<file path="config.mk">
export PLATFORM = sky130hd
export DESIGN_NAME = nonpreemptive_priority_scheduler_flat
export DESIGN_NICKNAME = d
export VERILOG_FILES = /design/src/rtl/nps_pkg.sv /design/src/rtl/nps_job_if.sv /design/src/rtl/nps_res_if.sv /design/src/rtl/nonpreemptive_priority_scheduler.sv /design/src/rtl/nps_job_mem.sv /design/src/flat_wrapper.sv
export SDC_FILE = /design/constraint.sdc
export NUM_CORES = 1
export LEC_CHECK = 0
export ABC_CLOCK_PERIOD_IN_PS = 7400
export CAP_MARGIN = 5
export CORE_UTILIZATION = 57
export DETAILED_ROUTE_END_ITERATION = 8
export DONT_BUFFER_PORTS = 1
export PLACE_DENSITY = 0.73
export SYNTH_ARGS = -nofsm -noshare
export SYNTH_HDL_FRONTEND = slang
export SYNTH_HIERARCHICAL = 1
export SYNTH_SLANG_ARGS = --single-unit
</file>
<file path="constraint.sdc">
create_clock -name i_clk -period 7.4 [get_ports i_clk]
set_clock_uncertainty 0.2 [all_clocks]
set_input_delay 1.11 -clock i_clk [delete_from_list [all_inputs] [get_ports i_clk]]
set_output_delay 1.11 -clock i_clk [all_outputs]
set_load 0.005 [all_outputs]
</file>
<file path="src/rtl/nps_pkg.sv">
// Shared types, widths and constants of the priority scheduler.
`timescale 1ns / 1ps

package nps_pkg;

    localparam int MAX_JOBS_DEF = 16;

    localparam int ID_W   = 8;
    localparam int ARR_W  = 16;
    localparam int BUR_W  = 12;
    localparam int PRIO_W = 8;
    localparam int TIME_W = 17;
    localparam int TOT_W  = 21;

    localparam logic [TIME_W-1:0] TIME_MAX  = {TIME_W{1'b1}};
    localparam logic [TOT_W-1:0]  TOTAL_MAX = {TOT_W{1'b1}};

    // One loaded item
    typedef struct packed {
        logic [ID_W-1:0]   job_id;
        logic [ARR_W-1:0]  arrival_time;
        logic [BUR_W-1:0]  burst_length;
        logic [PRIO_W-1:0] job_priority;
        logic              last_job;
    } t_job_item;

    // One table entry
    typedef struct packed {
        logic [ID_W-1:0]   job_id;
        logic [ARR_W-1:0]  arrival_time;
        logic [BUR_W-1:0]  burst_length;
        logic [PRIO_W-1:0] job_priority;
    } t_job_rec;

    // One result item
    typedef struct packed {
        logic [ID_W-1:0]   out_job_id;
        logic [TIME_W-1:0] start_time;
        logic [TIME_W-1:0] completion_time;
        logic [TIME_W-1:0] turnaround;
        logic [TIME_W-1:0] waiting;
        logic [TIME_W-1:0] idle_before;
        logic [TOT_W-1:0]  sum_completion;
        logic [TOT_W-1:0]  sum_turnaround;
        logic [TOT_W-1:0]  sum_waiting;
        logic              last_result;
    } t_res_item;

    typedef enum logic [2:0] {
        ST_LOAD,
        ST_SCAN,
        ST_DRAIN,
        ST_CALC,
        ST_EMIT
    } t_state;

endpackage

</file>
<file path="src/rtl/nps_job_if.sv">
// Input channel carrying job items.
`timescale 1ns / 1ps

interface nps_job_if;
    logic              valid;
    logic              ready;
    nps_pkg::t_job_item data;

    modport source (output valid, output data, input ready);
    modport sink   (input valid, input data, output ready);
endinterface

</file>
<file path="src/rtl/nps_res_if.sv">
// Output channel carrying schedule result items.
`timescale 1ns / 1ps

interface nps_res_if;
    logic              valid;
    logic              ready;
    nps_pkg::t_res_item data;

    modport source (output valid, output data, input ready);
    modport sink   (input valid, input data, output ready);
endinterface

</file>
<file path="src/rtl/nonpreemptive_priority_scheduler.sv">
// Top level: loads a job set into a table and emits its non-preemptive priority schedule.
//
//  channel  dir  payload      handshake
//  i_job    in   t_job_item   valid/ready, taken only while loading
//  o_res    out  t_res_item   valid/ready, held in an output register
//
// Loading takes one item per cycle. After the item marked last, each result
// takes one table read per stored entry through the single memory read port,
// a registered read, one timing step and one write-back step. Reset
// (synchronous, active low) clears the count, the scheduled flags, the clock
// and the totals; the table needs no clearing. A stalled result holds the
// write-back step until the output register frees.
`timescale 1ns / 1ps

module nonpreemptive_priority_scheduler #(
    parameter int MAX_JOBS = nps_pkg::MAX_JOBS_DEF
) (
    input  logic       i_clk,
    input  logic       i_rst_n,
    nps_job_if.sink    i_job,
    nps_res_if.source  o_res
);

    localparam int IDX_W = (MAX_JOBS > 1) ? $clog2(MAX_JOBS) : 1;
    localparam int CNT_W = $clog2(MAX_JOBS + 1);
    localparam logic [CNT_W-1:0] CNT_MAX = CNT_W'(MAX_JOBS);

    localparam int TIME_W = nps_pkg::TIME_W;
    localparam int TOT_W  = nps_pkg::TOT_W;
    localparam int BUR_W  = nps_pkg::BUR_W;
    localparam int ID_W   = nps_pkg::ID_W;

    nps_pkg::t_state r_state, n_state;

    // Batch state
    logic [CNT_W-1:0]    r_count;
    logic [CNT_W-1:0]    r_emitted;
    logic [MAX_JOBS-1:0] r_sched;
    logic [TIME_W-1:0]   r_time;
    logic [TOT_W-1:0]    r_sum_comp, r_sum_tat, r_sum_wait;

    // Scan state
    logic [CNT_W-1:0]  r_scan_cnt;
    logic              r_cmp_vld;
    logic [IDX_W-1:0]  r_cmp_idx;

    // Best arrived job
    logic              r_have_rdy;
    logic [IDX_W-1:0]  r_rdy_idx;
    nps_pkg::t_job_rec r_rdy_rec;
    // Best among earliest unscheduled arrivals
    logic              r_have_e;
    logic [IDX_W-1:0]  r_e_idx;
    nps_pkg::t_job_rec r_e_rec;

    // Timing step results
    logic [IDX_W-1:0]  r_pick_idx;
    logic [ID_W-1:0]   r_pick_id;
    logic [TIME_W-1:0] r_start, r_done, r_tat, r_wait, r_idle;

    // Output register
    logic               r_out_vld;
    nps_pkg::t_res_item r_out;

    // Control
    logic w_accept, w_store, w_scan_issue, w_scan_begin, w_out_load, w_last;
    logic w_out_free;

    nps_pkg::t_job_rec w_wr_rec, w_rd_rec;

    assign w_accept   = i_job.valid && i_job.ready;
    assign w_store    = w_accept && (r_count < CNT_MAX);
    assign w_out_free = !r_out_vld || o_res.ready;
    assign w_last     = (CNT_W'(r_emitted + 1'b1) == r_count);

    assign w_wr_rec.job_id       = i_job.data.job_id;
    assign w_wr_rec.arrival_time = i_job.data.arrival_time;
    assign w_wr_rec.burst_length = i_job.data.burst_length;
    assign w_wr_rec.job_priority = i_job.data.job_priority;

    nps_job_mem #(
        .DEPTH  (MAX_JOBS),
        .ADDR_W (IDX_W)
    ) u_mem (
        .i_clk     (i_clk),
        .i_we      (w_store),
        .i_wr_addr (r_count[IDX_W-1:0]),
        .i_wr_data (w_wr_rec),
        .i_rd_en   (w_scan_issue),
        .i_rd_addr (r_scan_cnt[IDX_W-1:0]),
        .o_rd_data (w_rd_rec)
    );

    // Hold the state register
    always_ff @(posedge i_clk) begin
        if (!i_rst_n) begin
            r_state <= nps_pkg::ST_LOAD;
        end else begin
            r_state <= n_state;
        end
    end

    // Sequence load, scan, timing and write-back
    always_comb begin
        n_state      = r_state;
        i_job.ready  = 1'b0;
        w_scan_issue = 1'b0;
        w_scan_begin = 1'b0;
        w_out_load   = 1'b0;
        case (r_state)
            nps_pkg::ST_LOAD: begin
                i_job.ready = 1'b1;
                if (i_job.valid && i_job.data.last_job) begin
                    w_scan_begin = 1'b1;
                    n_state      = nps_pkg::ST_SCAN;
                end
            end
            nps_pkg::ST_SCAN: begin
                w_scan_issue = 1'b1;
                if (r_scan_cnt == CNT_W'(r_count - 1'b1)) begin
                    n_state = nps_pkg::ST_DRAIN;
                end
            end
            nps_pkg::ST_DRAIN: begin
                n_state = nps_pkg::ST_CALC;
            end
            nps_pkg::ST_CALC: begin
                n_state = nps_pkg::ST_EMIT;
            end
            nps_pkg::ST_EMIT: begin
                if (w_out_free) begin
                    w_out_load = 1'b1;
                    if (w_last) begin
                        n_state = nps_pkg::ST_LOAD;
                    end else begin
                        w_scan_begin = 1'b1;
                        n_state      = nps_pkg::ST_SCAN;
                    end
                end
            end
            default: begin
                n_state = nps_pkg::ST_LOAD;
            end
        endcase
    end

    // Candidate tests on the entry coming back from the table
    logic w_unsched, w_ready_now, w_upd_rdy, w_upd_e;

    assign w_unsched   = !r_sched[r_cmp_idx];
    assign w_ready_now = w_unsched && ({1'b0, w_rd_rec.arrival_time} <= r_time);
    assign w_upd_rdy   = r_cmp_vld && w_ready_now &&
                         (!r_have_rdy || (w_rd_rec.job_priority < r_rdy_rec.job_priority));
    assign w_upd_e     = r_cmp_vld && w_unsched &&
                         (!r_have_e ||
                          (w_rd_rec.arrival_time < r_e_rec.arrival_time) ||
                          ((w_rd_rec.arrival_time == r_e_rec.arrival_time) &&
                           (w_rd_rec.job_priority < r_e_rec.job_priority)));

    // Advance the scan and keep both best candidates
    always_ff @(posedge i_clk) begin
        if (!i_rst_n) begin
            r_scan_cnt <= '0;
            r_cmp_vld  <= 1'b0;
            r_have_rdy <= 1'b0;
            r_have_e   <= 1'b0;
        end else begin
            r_cmp_vld <= w_scan_issue;
            if (w_scan_begin) begin
                r_scan_cnt <= '0;
                r_have_rdy <= 1'b0;
                r_have_e   <= 1'b0;
            end else begin
                if (w_scan_issue) begin
                    r_scan_cnt <= CNT_W'(r_scan_cnt + 1'b1);
                end
                if (w_upd_rdy) begin
                    r_have_rdy <= 1'b1;
                end
                if (w_upd_e) begin
                    r_have_e <= 1'b1;
                end
            end
        end
    end

    always_ff @(posedge i_clk) begin
        if (w_scan_issue) begin
            r_cmp_idx <= r_scan_cnt[IDX_W-1:0];
        end
        if (w_upd_rdy) begin
            r_rdy_idx <= r_cmp_idx;
            r_rdy_rec <= w_rd_rec;
        end
        if (w_upd_e) begin
            r_e_idx <= r_cmp_idx;
            r_e_rec <= w_rd_rec;
        end
    end

    // Timing step: pick the job, jump over idle time if nothing has arrived
    logic [TIME_W-1:0] w_start, w_idle, w_done, w_arr;
    logic [TIME_W:0]   w_done_sum;
    logic [BUR_W-1:0]  w_burst;

    always_comb begin
        if (r_have_rdy) begin
            w_start = r_time;
            w_idle  = '0;
            w_arr   = TIME_W'(r_rdy_rec.arrival_time);
            w_burst = r_rdy_rec.burst_length;
        end else begin
            w_start = TIME_W'(r_e_rec.arrival_time);
            w_idle  = TIME_W'(r_e_rec.arrival_time) - r_time;
            w_arr   = TIME_W'(r_e_rec.arrival_time);
            w_burst = r_e_rec.burst_length;
        end
        w_done_sum = {1'b0, w_start} + (TIME_W + 1)'(w_burst);
        w_done     = w_done_sum[TIME_W] ? nps_pkg::TIME_MAX : w_done_sum[TIME_W-1:0];
    end

    always_ff @(posedge i_clk) begin
        if (r_state == nps_pkg::ST_CALC) begin
            r_pick_idx <= r_have_rdy ? r_rdy_idx : r_e_idx;
            r_pick_id  <= r_have_rdy ? r_rdy_rec.job_id : r_e_rec.job_id;
            r_start    <= w_start;
            r_done     <= w_done;
            r_idle     <= w_idle;
            r_tat      <= w_done - w_arr;
            r_wait     <= w_start - w_arr;
        end
    end

    // Saturating running totals
    logic [TOT_W:0]   w_comp_sum, w_tat_sum, w_wait_sum;
    logic [TOT_W-1:0] n_sum_comp, n_sum_tat, n_sum_wait;

    always_comb begin
        w_comp_sum = {1'b0, r_sum_comp} + (TOT_W + 1)'(r_done);
        w_tat_sum  = {1'b0, r_sum_tat}  + (TOT_W + 1)'(r_tat);
        w_wait_sum = {1'b0, r_sum_wait} + (TOT_W + 1)'(r_wait);
        n_sum_comp = w_comp_sum[TOT_W] ? nps_pkg::TOTAL_MAX : w_comp_sum[TOT_W-1:0];
        n_sum_tat  = w_tat_sum[TOT_W]  ? nps_pkg::TOTAL_MAX : w_tat_sum[TOT_W-1:0];
        n_sum_wait = w_wait_sum[TOT_W] ? nps_pkg::TOTAL_MAX : w_wait_sum[TOT_W-1:0];
    end

    // Write back batch state; drop it all after the final result
    always_ff @(posedge i_clk) begin
        if (!i_rst_n) begin
            r_count    <= '0;
            r_emitted  <= '0;
            r_sched    <= '0;
            r_time     <= '0;
            r_sum_comp <= '0;
            r_sum_tat  <= '0;
            r_sum_wait <= '0;
        end else if (w_out_load && w_last) begin
            r_count    <= '0;
            r_emitted  <= '0;
            r_sched    <= '0;
            r_time     <= '0;
            r_sum_comp <= '0;
            r_sum_tat  <= '0;
            r_sum_wait <= '0;
        end else if (w_out_load) begin
            r_emitted            <= CNT_W'(r_emitted + 1'b1);
            r_sched[r_pick_idx]  <= 1'b1;
            r_time               <= r_done;
            r_sum_comp           <= n_sum_comp;
            r_sum_tat            <= n_sum_tat;
            r_sum_wait           <= n_sum_wait;
        end else if (w_store) begin
            r_count <= CNT_W'(r_count + 1'b1);
        end
    end

    // Output register
    always_ff @(posedge i_clk) begin
        if (!i_rst_n) begin
            r_out_vld <= 1'b0;
        end else if (w_out_load) begin
            r_out_vld <= 1'b1;
        end else if (o_res.ready) begin
            r_out_vld <= 1'b0;
        end
    end

    always_ff @(posedge i_clk) begin
        if (w_out_load) begin
            r_out.out_job_id      <= r_pick_id;
            r_out.start_time      <= r_start;
            r_out.completion_time <= r_done;
            r_out.turnaround      <= r_tat;
            r_out.waiting         <= r_wait;
            r_out.idle_before     <= r_idle;
            r_out.sum_completion  <= n_sum_comp;
            r_out.sum_turnaround  <= n_sum_tat;
            r_out.sum_waiting     <= n_sum_wait;
            r_out.last_result     <= w_last;
        end
    end

    assign o_res.valid = r_out_vld;
    assign o_res.data  = r_out;

`ifndef SYNTHESIS
    a_count_bound: assert property (@(posedge i_clk) disable iff (!i_rst_n)
        r_count <= CNT_MAX)
        else $error("job count beyond table depth");

    a_candidate_found: assert property (@(posedge i_clk) disable iff (!i_rst_n)
        (r_state == nps_pkg::ST_CALC) |-> (r_have_rdy || r_have_e))
        else $error("scan ended without an unscheduled job");

    a_pick_unscheduled: assert property (@(posedge i_clk) disable iff (!i_rst_n)
        (r_state == nps_pkg::ST_EMIT) |-> !r_sched[r_pick_idx])
        else $error("picked job already scheduled");

    a_stall_holds: assert property (@(posedge i_clk) disable iff (!i_rst_n)
        (r_out_vld && !o_res.ready) |=> $stable(r_out))
        else $error("result overwritten while stalled");

    a_batch_cleared: assert property (@(posedge i_clk) disable iff (!i_rst_n)
        (w_out_load && w_last) |=> (r_count == '0 && r_sched == '0 && r_time == '0))
        else $error("batch state not cleared after final result");
`endif

endmodule

</file>
<file path="src/rtl/nps_job_mem.sv">
// Job table: one write port, one registered read port.
`timescale 1ns / 1ps

module nps_job_mem #(
    parameter int DEPTH  = nps_pkg::MAX_JOBS_DEF,
    parameter int ADDR_W = 4
) (
    input  logic              i_clk,
    input  logic              i_we,
    input  logic [ADDR_W-1:0] i_wr_addr,
    input  nps_pkg::t_job_rec i_wr_data,
    input  logic              i_rd_en,
    input  logic [ADDR_W-1:0] i_rd_addr,
    output nps_pkg::t_job_rec o_rd_data
);

    nps_pkg::t_job_rec r_mem [DEPTH];
    nps_pkg::t_job_rec r_rd_data;

    // Store an entry
    always_ff @(posedge i_clk) begin
        if (i_we) begin
            r_mem[i_wr_addr] <= i_wr_data;
        end
    end

    // Registered read
    always_ff @(posedge i_clk) begin
        if (i_rd_en) begin
            r_rd_data <= r_mem[i_rd_addr];
        end
    end

    assign o_rd_data = r_rd_data;

endmodule

</file>
<file path="src/flat_wrapper.sv">
// flat-port wrapper written by rule: the top's interface ports become plain ports
module nonpreemptive_priority_scheduler_flat 
#(
    parameter int MAX_JOBS = nps_pkg::MAX_JOBS_DEF
)
  (i_clk, i_rst_n, i_job_valid, i_job_data, i_job_ready, o_res_valid, o_res_data, o_res_ready);
  nps_job_if i_job_i ();
  nps_res_if o_res_i ();
  input  logic i_clk;
  input  logic i_rst_n;
  input wire logic [$bits(i_job_i.valid)-1:0] i_job_valid;
  input wire logic [$bits(i_job_i.data)-1:0] i_job_data;
  output wire logic [$bits(i_job_i.ready)-1:0] i_job_ready;
  output wire logic [$bits(o_res_i.valid)-1:0] o_res_valid;
  output wire logic [$bits(o_res_i.data)-1:0] o_res_data;
  input wire logic [$bits(o_res_i.ready)-1:0] o_res_ready;
  assign i_job_i.valid = i_job_valid;
  assign i_job_i.data = i_job_data;
  assign i_job_ready = i_job_i.ready;
  assign o_res_valid = o_res_i.valid;
  assign o_res_data = o_res_i.data;
  assign o_res_i.ready = o_res_ready;
  nonpreemptive_priority_scheduler #(.MAX_JOBS(MAX_JOBS)) u_core (.i_clk(i_clk), .i_rst_n(i_rst_n), .i_job(i_job_i), .o_res(o_res_i));
endmodule
</file>
==> out/metrics.csv, run 1 <==
metric,value,unit
drtAntennaViolNets,0,
critPathMaxStageDelay,0.75,ns
cts_htree_levels,3,
coreArea,0.08743,mm²
vias,27800,
synth_top_area_share,65.37,%
hold_buffers,0,
min_period,6.512,ns
numClockSinks,1220,
synth_nets,3332,
area_delta_synth_final,10.47,%
routed_wl,116.6,mm
die_area,0.09001,mm²
post-cts-setup-buffer-count,0,
syn_inst,3115,
synth.cell_area,0.05062,mm²
synth-edff-count,1102,
p_leak,18.55,nW
cts_tree,done,
drive_above_1_share,14.79,%
outcome,"complete, no violations",
synth.ff_latch_count,1220,
slew_headroom,33.42,%
numCtsBuffers,117,
ys_seq_area_share,70.03,%
wl_met3,7.744,mm
synthTopCellsByCount,"1102 x edfxtp_1, 203 x nand2_1, 181 x mux4_2",
root_buffer,clkbuf_16,
worst_slew_pin_slew,0.9986,ns
placed_area,0.05199,mm²
slew_viol_final,0,
place.gp.congestion,0.9260,
critical_path.slowest_cell,a2111oi_0,
synthArstFlopShare,0,%
antenna_found_initial,1,
stdcell_count,4402,
nets,3364,
finalPower,0.01608,W
crit_path_frequent_cell,o21ai_0,
crit_required,7.62,ns
overflow,0,
hold_class,flop to flop,
cp_max_fo,37,
hold_viol_final,0,
critPathCaptureType,flop,
rows,108,
critPathLaunchType,flop,
placed_cells,4183,
clock_path_buffers,3,
fmax,153.6,MHz
clk_pin_slew_worst_paths,0.06,ns
first_pass_iters,5,
initial_utilization,57.90,%
min_period_over_period,88.00,%
dr_wl_met2,58.82,mm
vias_per_cell,6.315,
ctsResizeCount,0,
dpl.hpwl,69.51,mm
grt_pass1_wl,173.9,mm
synth_area_per_cell,16.25,µm²
dieHeight,300.0,µm
grt.total_usage,26.05,%
drc,0,
grt_pass1_vias,28150,
ys.flop_type,edfxtp_1,
cap_violations,0,
io_pins,208,
wire_per_inst,26.50,µm
crit_chain,"buf_4, o21ai_0, ha_1, nand2_1, nor3_1, a211oi_1, a21oi_1, a41oi_1, nor2_1, nand3_1, buf_4, and2_1, fa_1, nor2b_1, o21a_1, o21ai_0, a2111oi_0, o311ai_0, o21ai_0, a21oi_1, xor2_1",
ys_types,76,
grt_max_degree,128,
highest_layer,met5,
setup_viol,0,
vdd_drop_max,261.1,µV
filler_cell_count,5982,
fin_tns_setup,0,ns
wl_met1,44.55,mm
portBuffers,0,
yosys_warnings,6,
critPathKind,flop to flop,
fp.dieW,300.0,µm
drt_iter0_drc,2328,
ys_top_cells_by_area,"edfxtp_1 65%, mux4_2 8.1%, dfxtp_1 4.7%",
power_density,287.5,mW/mm²
final_area,0.05592,mm²
rsz0062_at_grt,false,
yosys.area.top_type,edfxtp_1,
clk_latency,0.72,ns
synth_most_common_cell,edfxtp_1,
arrival,6.73,ns
## registers in the layout (all words and copies together), names as in the netlist, 21 cells and up
name                    flops
u_core/o_res.data         157
u_core/r_e_rec             44
u_core/r_rdy_rec           44
u_core/r_sum_comp          21
u_core/r_sum_tat           21
u_core/r_sum_wait          21
u_core/u_mem/o_rd_data     44
u_core/u_mem/r_mem        704
## through the flow
step / worst slack [ns] / hold WS (ns) / util [%]
floorplan: 0.2884 / 0.2003 / -
global placement: 1.151 / 0.2032 / 59.46
detailed placement: 1.107 / 0.2045 / 59.46
CTS: 1.012 / 0.2139 / 63.96
global route: 0.3581 / 0.2233 / 63.96
finish: 0.8881 / 0.2141 / 63.96
## layout by cell type (no fill, tap or decap), types with 31 or more instances in the layout
| cell type | instances |
|---|---|
| clkbuf_1 | 31 |
| xor2_1 | 43 |
| inv_1 | 94 |
| clkbuf_16 | 119 |
| mux4_2 | 181 |
| a21oi_1 | 134 |
| xnor2_1 | 66 |
| nand2_1 | 203 |
| nor2_1 | 161 |
| buf_4 | 35 |
| dfxtp_1 | 115 |
| a22oi_1 | 88 |
| a21o_1 | 43 |
| nor3_1 | 67 |
| o21ai_0 | 68 |
| ha_1 | 161 |
| edfxtp_1 | 1102 |
## where the power goes
group	total, W	leakage (nW)	internal (W)	switching, W
Sequential	0.00809	10.9	0.00790	0.000185
Combinational	0.00194	5.75	0.000833	0.00111
Clock	0.00605	1.89	0.00349	0.00255
Total	0.0161	18.5	0.0122	0.00385
## path summary, 6_finish.rpt
| check | startpoint | to | slack, ns | cells after the start |
|---|---|---|---|---|
| max | u_core/r_have_rdy | u_core/r_tat[16] | 0.89 | 21 |
| min | u_core/r_pick_id[6] | u_core/o_res.data[155] | 0.21 | 0 |
| max reg2reg | u_core/r_have_rdy | u_core/r_tat[16] | 0.89 | 21 |
| min reg2reg | u_core/r_pick_id[6] | u_core/o_res.data[155] | 0.21 | 0 |
## cell families after synthesis
family | synth area share, %
compound gates | 6.994
xor+xnor | 1.886
fa+ha+maj | 4.256
buf+inv | 1.871
flops | 70.03
mux | 8.927
simple gates | 6.033
## metal layers
| layer | vias to the layer above | global-route usage [%] |
|---|---|---|
| li1 | 12290 | - |
| met4 | 2 | 12.35 |
| met5 | - | 0 |
| met2 | 1196 | 44.49 |
| met1 | 14030 | 32.44 |
| met3 | 280 | 4.502 |
## critical path: cells and delay by family, from the launching register on
| kind | cells | cell delay [ns] |
|---|---|---|
| flops | 1 | 0.67 |
| simple gates | 6 | 1.08 |
| xor+xnor | 1 | 0.14 |
| fa+ha+maj | 2 | 0.90 |
| buf+inv | 2 | 0.66 |
| compound gates | 10 | 2.56 |
## area by class of cell
class	instances	area, µm²	share of cell area (%)
diodes	1	2.502	0.004475
clock buffers	154	3149	5.631
clock inverters	64	783.3	1.401
inverters	96	367.9	0.6578
multi-input cells	1675	14410	25.76
flip-flops and latches	1220	35470	63.42
well taps	1155	1445	2.584
repair buffers	37	302.8	0.5414
Note: power is estimated with default switching activity, not from simulation.
==> inputs of run 2 (changes only) <==
--- a/config.mk
+++ b/config.mk
@@ -11,6 +11,7 @@
 export DETAILED_ROUTE_END_ITERATION = 8
 export DONT_BUFFER_PORTS = 1
 export PLACE_DENSITY = 0.73
+export SLEW_MARGIN = 20
 export SYNTH_ARGS = -nofsm -noshare
 export SYNTH_HDL_FRONTEND = slang
 export SYNTH_HIERARCHICAL = 1
==> constraint.sdc (replaced) <==
create_clock -name i_clk -period 7.4 [get_ports i_clk]
set_clock_uncertainty 0.2 [all_clocks]
set_input_delay 0.37 -clock i_clk [delete_from_list [all_inputs] [get_ports i_clk]]
set_output_delay 0.37 -clock i_clk [all_outputs]
set_load 0.005 [all_outputs]
==> run 2 against run 1 <==
  * Non-clock buffer count grew 49
  * Design area up 1.1%
  * Register-to-register slack lost 0.19 ns
  * First-iteration DRC count up 17%
  * Sequential power about the same
  * Routed wire length up 2.6%
  * Largest cell class unchanged
==> out/metrics.csv, run 2 (synthesis gave the netlist of run 1 again) <==
metric,value,unit,change
drtAntennaViolNets,0,,unchanged
stdcell_count,4453,,+1.2%
power_density,289.0,mW/mm²,+0.51%
vdd_drop_max,228.1,µV,-13%
rows,108,,unchanged
critPathMaxStageDelay,0.85,ns,+0.10 ns
worst_slew_pin_slew,1.085,ns,+0.08600 ns
crit_chain,"nor2_1, a21oi_1, inv_1, ha_1, a21o_1, a21o_1, a211oi_1, a21oi_1, a41oi_1, nor2_1, nand3_1, buf_4, o21ai_0, ha_1, nor2b_1, o21a_1, o21ai_0, a2111oi_0, o311ai_0, o21ai_0, a21oi_1, xor2_1",,
numClockSinks,1220,,unchanged
regMostFlops,u_core/u_mem/r_mem,,
placed_cells,4182,,-0.024%
fin_tns_setup,0,ns,unchanged
coreArea,0.08743,mm²,unchanged
initial_utilization,57.90,%,unchanged
grt_max_degree,125,,-2.3%
antenna_found_initial,5,,+4
fp.dieW,300.0,µm,unchanged
hold_viol_final,0,,unchanged
drt_iter0_drc,2715,,+17%
overflow,0,,unchanged
portBuffers,0,,unchanged
routed_wl,119.7,mm,+2.6%
place.gp.congestion,0.9431,,+1.8%
p_leak,18.81,nW,+1.4%
critPathCaptureType,flop,,
final_core_util,64.67,%,+0.70 points
dpl.hpwl,70.33,mm,+1.2%
fmax,149.1,MHz,-2.9%
slew_viol_final,0,,unchanged
drive_above_1_share,15.01,%,+0.23 points
critPathKind,flop to flop,,
clock_path_buffers,3,,unchanged
grt_pass1_wl,177.9,mm,+2.3%
arrival,6.93,ns,+0.20 ns
first_pass_iters,5,,unchanged
wire_per_inst,26.88,µm,+1.5%
die_area,0.09001,mm²,unchanged
post-cts-setup-buffer-count,0,,unchanged
slew_headroom,27.46,%,-6.0 points
io_pins,208,,unchanged
hold_class,input pin to flop,,
critical_path.slowest_cell,a2111oi_0,,
root_buffer,clkbuf_16,,
outcome,"complete, no violations",,
cts_htree_levels,3,,unchanged
crit_required,7.63,ns,about the same
final_cell_mix,"1102 x edfxtp_1, 203 x nand2_1, 181 x mux4_2, 161 x nor2_1, 161 x ha_1",,
largest_reg_flops,704,,unchanged
cp_max_fo,55,,+49%
regArea,0.03547,mm²,unchanged
numCtsBuffers,118,,+0.85%
dieHeight,300.0,µm,unchanged
grt_pass1_vias,28560,,+1.5%
cts_tree,done,,
fin_ws,0.6948,ns,-0.1933 ns
min_period,6.705,ns,+0.1933 ns
critPathLaunchType,flop,,
dp_worst_setup_slack,0.7692,ns,-0.3377 ns
final_common_cell,edfxtp_1,,
clk_pin_slew_worst_paths,0.06,ns,about the same
multi_input_area,0.01441,mm²,unchanged
cap_violations,0,,unchanged
filler_cell_count,5928,,-0.90%
nets,3414,,+1.5%
vias,28400,,+2.2%
drc,0,,unchanged
min_period_over_period,90.61,%,+2.6 points
area_delta_synth_final,11.68,%,
grt.total_usage,26.69,%,+0.64 points
finalPower,0.01634,W,+1.6%
rsz0062_at_grt,false,,
setup_viol,0,,unchanged
vias_per_cell,6.377,,+0.98%
clk_latency,0.74,ns,+0.02 ns
## run 2: layout make-up
| class | instances | area share (%) |
|---|---|---|
| clock inverter | 77 | 1.675 |
| sequential | 1220 | 62.73 |
| clock buffer | 143 | 5.515 |
| tap | 1155 | 2.556 |
| inverter | 96 | 0.6506 |
| multi-input combinational | 1675 | 25.48 |
| timing repair buffer | 86 | 1.385 |
| antenna | 1 | 0.004426 |
## run 2: timing repair
item / CTS / global route
endpoints found under the setup margin: 0 / 0
hold endpoints to repair: 734 / 0
hold buffers: 50 / 0
resized for setup: 0 / 0
## run 2: layer usage
| layer | share of wire [%] | GRT usage, % |
|---|---|---|
| met1 | 39 | 33.27 |
| met2 | 51 | 46.68 |
| met3 | 6.2 | 4.220 |
| met4 | 3.8 | 10.80 |
| met5 | 0.050 | 0 |
## run 2: where the power goes
group,total (W),switching [W],internal [W]
logic,0.00201,0.00116,0.000850
registers,0.00811,0.000205,0.00790
clock network,0.00622,0.00264,0.00358
## run 2: worst paths after layout
| kind | startpoint | end | slack, ns | depth (start not counted) |
|---|---|---|---|---|
| hold reg to reg | u_core/r_start[12] | u_core/o_res.data[144] | 0.22 | 0 |
| setup / recovery | u_core/r_have_rdy | u_core/r_tat[16] | 0.69 | 22 |
| hold / removal | i_job_valid | u_core/r_scan_cnt[1] | 0.17 | 3 |
| setup reg to reg | u_core/r_have_rdy | u_core/r_tat[16] | 0.69 | 22 |
## run 2: per-stage QoR
step | cell area (µm²) | hold slack (ns)
5_1_grt | 56530 | 0.2257
2_1_floorplan | 50620 | 0.2003
6_report | 56540 | 0.1696
3_5_place_dp | 51970 | 0.2072
4_1_cts | 56530 | 0.2181
3_3_place_gp | 51970 | 0.2051
## run 2: worst max-delay path: cells and delay by family, from the launching register on
family	cells	cell delay, ns
and+or+nand+nor	4	0.58
xor gates and xnor gates	1	0.14
buffers and inverters	2	0.37
adders and majority gates	2	0.71
DFF	1	0.78
AOI/OAI and AO/OA	13	3.61
==> inputs of run 3 (changes only) <==
--- a/config.mk
+++ b/config.mk
@@ -5,12 +5,13 @@
 export SDC_FILE = /design/constraint.sdc
 export NUM_CORES = 1
 export LEC_CHECK = 0
+export ABC_AREA = 1
 export ABC_CLOCK_PERIOD_IN_PS = 7400
 export CAP_MARGIN = 5
-export CORE_UTILIZATION = 57
+export CORE_UTILIZATION = 58
 export DETAILED_ROUTE_END_ITERATION = 8
 export DONT_BUFFER_PORTS = 1
-export PLACE_DENSITY = 0.73
+export PLACE_DENSITY = 0.74
 export SLEW_MARGIN = 20
 export SYNTH_ARGS = -nofsm -noshare
 export SYNTH_HDL_FRONTEND = slang
==> run 3 against run 2 <==
  * Setup slack improved by 1.4 ns
  * Maximum frequency up 26%
  * Largest cell class unchanged
  * Synthesized area is 11% higher
==> out/metrics.csv, run 3 <==
metric,value,unit,change
hold_viol_final,0,,unchanged
coreArea,0.09657,mm²,+10%
clock_path_buffers,3,,unchanged
fin_tns_setup,0,ns,unchanged
p_leak,26.40,nW,+40%
place.gp.congestion,0.9691,,+2.8%
largest_reg_flops,704,,unchanged
root_buffer,clkbuf_16,,
synth_fa_ha_area_share,3.821,%,-0.44 points
crit_chain,"buf_4, nor2_1, a21oi_1, inv_1, ha_1, nand3_1, nand3_1, a21o_1, nand3_1, nand2_1, nand2_2, inv_1, or2_2, ha_1, a21oi_1, a21boi_0, o21ai_0, nand3_1, nand2_1, nand2_1, nand2_1",,
grt.met3_usage,4.301,%,+0.081 points
critPathKind,flop to flop,,
rr_worst_depth,21,,-4.5%
ys.flop_type,edfxtp_1,,
first_pass_iters,6,,+1
synthArstFlopShare,0,%,unchanged
ys_types,46,,-39%
synth-edff-count,1102,,unchanged
grt.total_usage,28.66,%,+2.0 points
synth_top_family_by_area,simple AND/OR/NAND/NOR gates,,
initial_utilization,58.39,%,+0.49 points
r2r-start,u_core/r_have_rdy,,
worstSetupStartpoint,u_core/r_have_rdy,,
drtAntennaViolNets,0,,unchanged
slew_viol_final,0,,unchanged
yosys.area.top_type,edfxtp_1,,
clk_pin_slew_worst_paths,0.06,ns,about the same
placed_cells,6844,,+64%
numClockSinks,1220,,unchanged
outcome,"complete, no violations",,
yosys_warnings,6,,unchanged
critPathCapture,u_core/r_tat[15],,
min_period_over_period,71.83,%,-19 points
vdd_drop_max,221.8,µV,-2.8%
fp.dieW,313.8,µm,+4.6%
synth.ff_latch_count,1220,,unchanged
synth_top_area_share,58.68,%,-6.7 points
power_density,270.6,mW/mm²,-6.4%
critical_path.slowest_cell,buf_4,,
cts_htree_levels,3,,unchanged
ys_seq_area_share,62.87,%,-7.2 points
synth_nets,5941,,+78%
drive_above_1_share,5.493,%,-9.5 points
portBuffers,0,,unchanged
regMostFlops,u_core/u_mem/r_mem,,
ys_top_cells_by_area,"edfxtp_1 59%, nand2_1 11%, inv_1 6.1%",,
grt_pass1_vias,37540,,+31%
hold_class,input pin to flop,,
synth.mux.area_fraction,0,%,-8.9 points
critPathCaptureType,flop,,
dpl.hpwl,85.47,mm,+22%
syn_inst,5724,,+84%
drc,0,,unchanged
area_delta_synth_final,10.00,%,
grt_max_degree,156,,+25%
cts_tree,done,,
final_cell_mix,"1689 x nand2_1, 1102 x edfxtp_1, 914 x inv_1, 679 x nand3_1, 283 x nor2_1",,
critical_path.reg2reg.endpoint,u_core/r_tat[15],,
arrival,5.56,ns,-1.37 ns
io_pins,208,,unchanged
vias,39450,,+39%
r2r_slack,2.08,ns,+1.39 ns
final_common_cell,nand2_1,,
slew_headroom,26.56,%,-0.90 points
dieHeight,313.8,µm,+4.6%
synth_compound_area_share,3.561,%,-3.4 points
synth.cell_area,0.05639,mm²,+11%
min_period,5.315,ns,-1.390 ns
hold_buffers,52,,+4.0%
synthTopCellsByCount,"1689 x nand2_1, 1102 x edfxtp_1, 917 x inv_1",,
worst_slew_pin_slew,1.102,ns,+0.01695 ns
synth_area_per_cell,9.851,µm²,-39%
overflow,0,,unchanged
grt_util_met1,36.14,%,+2.9 points
crit_required,7.65,ns,+0.02 ns
numCtsBuffers,120,,+1.7%
rsz0062_at_grt,false,,
grt_use_met2,48.21,%,+1.5 points
post-cts-setup-buffer-count,0,,unchanged
die_area,0.09847,mm²,+9.4%
synth_most_common_cell,nand2_1,,
routed_wl,141.5,mm,+18%
critical-path-top-delay-family,compound AO/OA/AOI/OAI gates,,
path_buf_inv,3,,+1
setup_viol,0,,unchanged
grt-busiest-layer,met2,,
ctsResizeCount,0,,unchanged
nets,5959,,+75%
clk_latency,0.73,ns,about the same
antenna_found_initial,6,,+1
critical_path_depth,21,,-4.5%
wire_per_inst,19.87,µm,-26%
drt_iter0_drc,4246,,+56%
critPathMaxStageDelay,0.57,ns,-0.28 ns
critPathLaunchType,flop,,
cp_max_fo,67,,+22%
grt_pass1_wl,215.2,mm,+21%
rows,114,,+5.6%
filler_cell_count,7409,,+25%
synthSimpleGateAreaFrac,20.87,%,+15 points
cap_violations,0,,unchanged
synth-xor-area-share,0.9475,%,-0.94 points
stdcell_count,7122,,+60%
vias_per_cell,5.539,,-13%
fmax,188.1,MHz,+26%
run 3: cell types whose count changed in the layout (fill, tap and decap cells not counted), sizes merged, moves of 40 or more:
| cell | previous run | this run |
|---|---|---|
| nand2 | 205 | 1699 |
| nor2 | 175 | 307 |
| mux4 | 181 | 0 |
| nor3 | 71 | 31 |
| xnor2 | 66 | 10 |
| a22oi | 88 | 0 |
| nand3 | 26 | 680 |
| inv | 100 | 928 |
| a21oi | 134 | 195 |
run 3: cell type report:
cell class                 count  area (µm²)  share of cell area, %
tap                         1276        1597                  2.574
clock buffer                 148        3169                  5.109
inverter                     925        3487                  5.622
timing repair buffer          93       845.8                  1.364
antenna                        2       5.005               0.008068
clock inverter                76       867.1                  1.398
multi-input combinational   3382       16590                  26.75
sequential                  1220       35470                  57.18
run 3: cell families after synthesis:
kind of cell	after synthesis
adder cells (fa/ha/maj)	168
AND/OR/NAND/NOR	2803
flip-flops	1220
buffers and inverters	1122
AO/OA/AOI/OAI	350
XOR/XNOR	61
run 3: where the power goes:
group,internal [W],leakage (nW),switching (W),total (W)
Sequential,0.00789,10.9,0.000194,0.00808
Combinational,0.000799,13.5,0.00174,0.00254
Clock,0.00354,1.95,0.00261,0.00616
run 3: worst register-to-register path, stage by stage (launching register included):
cell	delay (ns)
dfxtp_2	0.33
buf_4	0.57
nor2_1	0.17
a21oi_1	0.42
inv_1	0.16
ha_1	0.32
nand3_1	0.07
nand3_1	0.14
a21o_1	0.23
nand3_1	0.08
nand2_1	0.14
nand2_2	0.27
inv_1	0.15
or2_2	0.31
ha_1	0.37
a21oi_1	0.22
a21boi_0	0.38
o21ai_0	0.23
nand3_1	0.14
nand2_1	0.06
nand2_1	0.05
nand2_1	0.04
run 3: metal layers:
layer / wire length [µm] / vias up
li1: - / 18780
met1: 54660 / 18520
met2: 68500 / 1743
met3: 10800 / 403
met4: 7557 / 6
met5: 35 / -
run 3: metrics by stage:
step	power (W)	hold slack, ns	util, %	area (µm²)	setup WS [ns]
after floorplan	0.009959	0.2003	-	56390	3.268
after global placement	0.01057	0.2017	59.49	57450	2.278
after detailed placement	0.01065	0.2056	59.49	57450	2.130
after CTS	0.01685	0.03974	64.23	62020	2.084
after global routing	0.01745	0.08003	64.23	62030	1.649
final	0.01678	0.05570	64.24	62030	2.085
run 3: worst min path at each step:
stage | cells after the start | startpoint | end | slack [ns]
floorplan | 0 | u_core/r_start[0] | u_core/o_res.data[132] | 0.20
global placement | 0 | u_core/r_start[16] | u_core/o_res.data[148] | 0.20
detailed placement | 0 | u_core/r_idle[1] | u_core/o_res.data[65] | 0.21
CTS | 2 | i_rst_n | u_core/r_count[4] | 0.04
global route | 2 | i_rst_n | u_core/r_sched[7] | 0.08
finish | 2 | i_rst_n | u_core/r_count[2] | 0.06
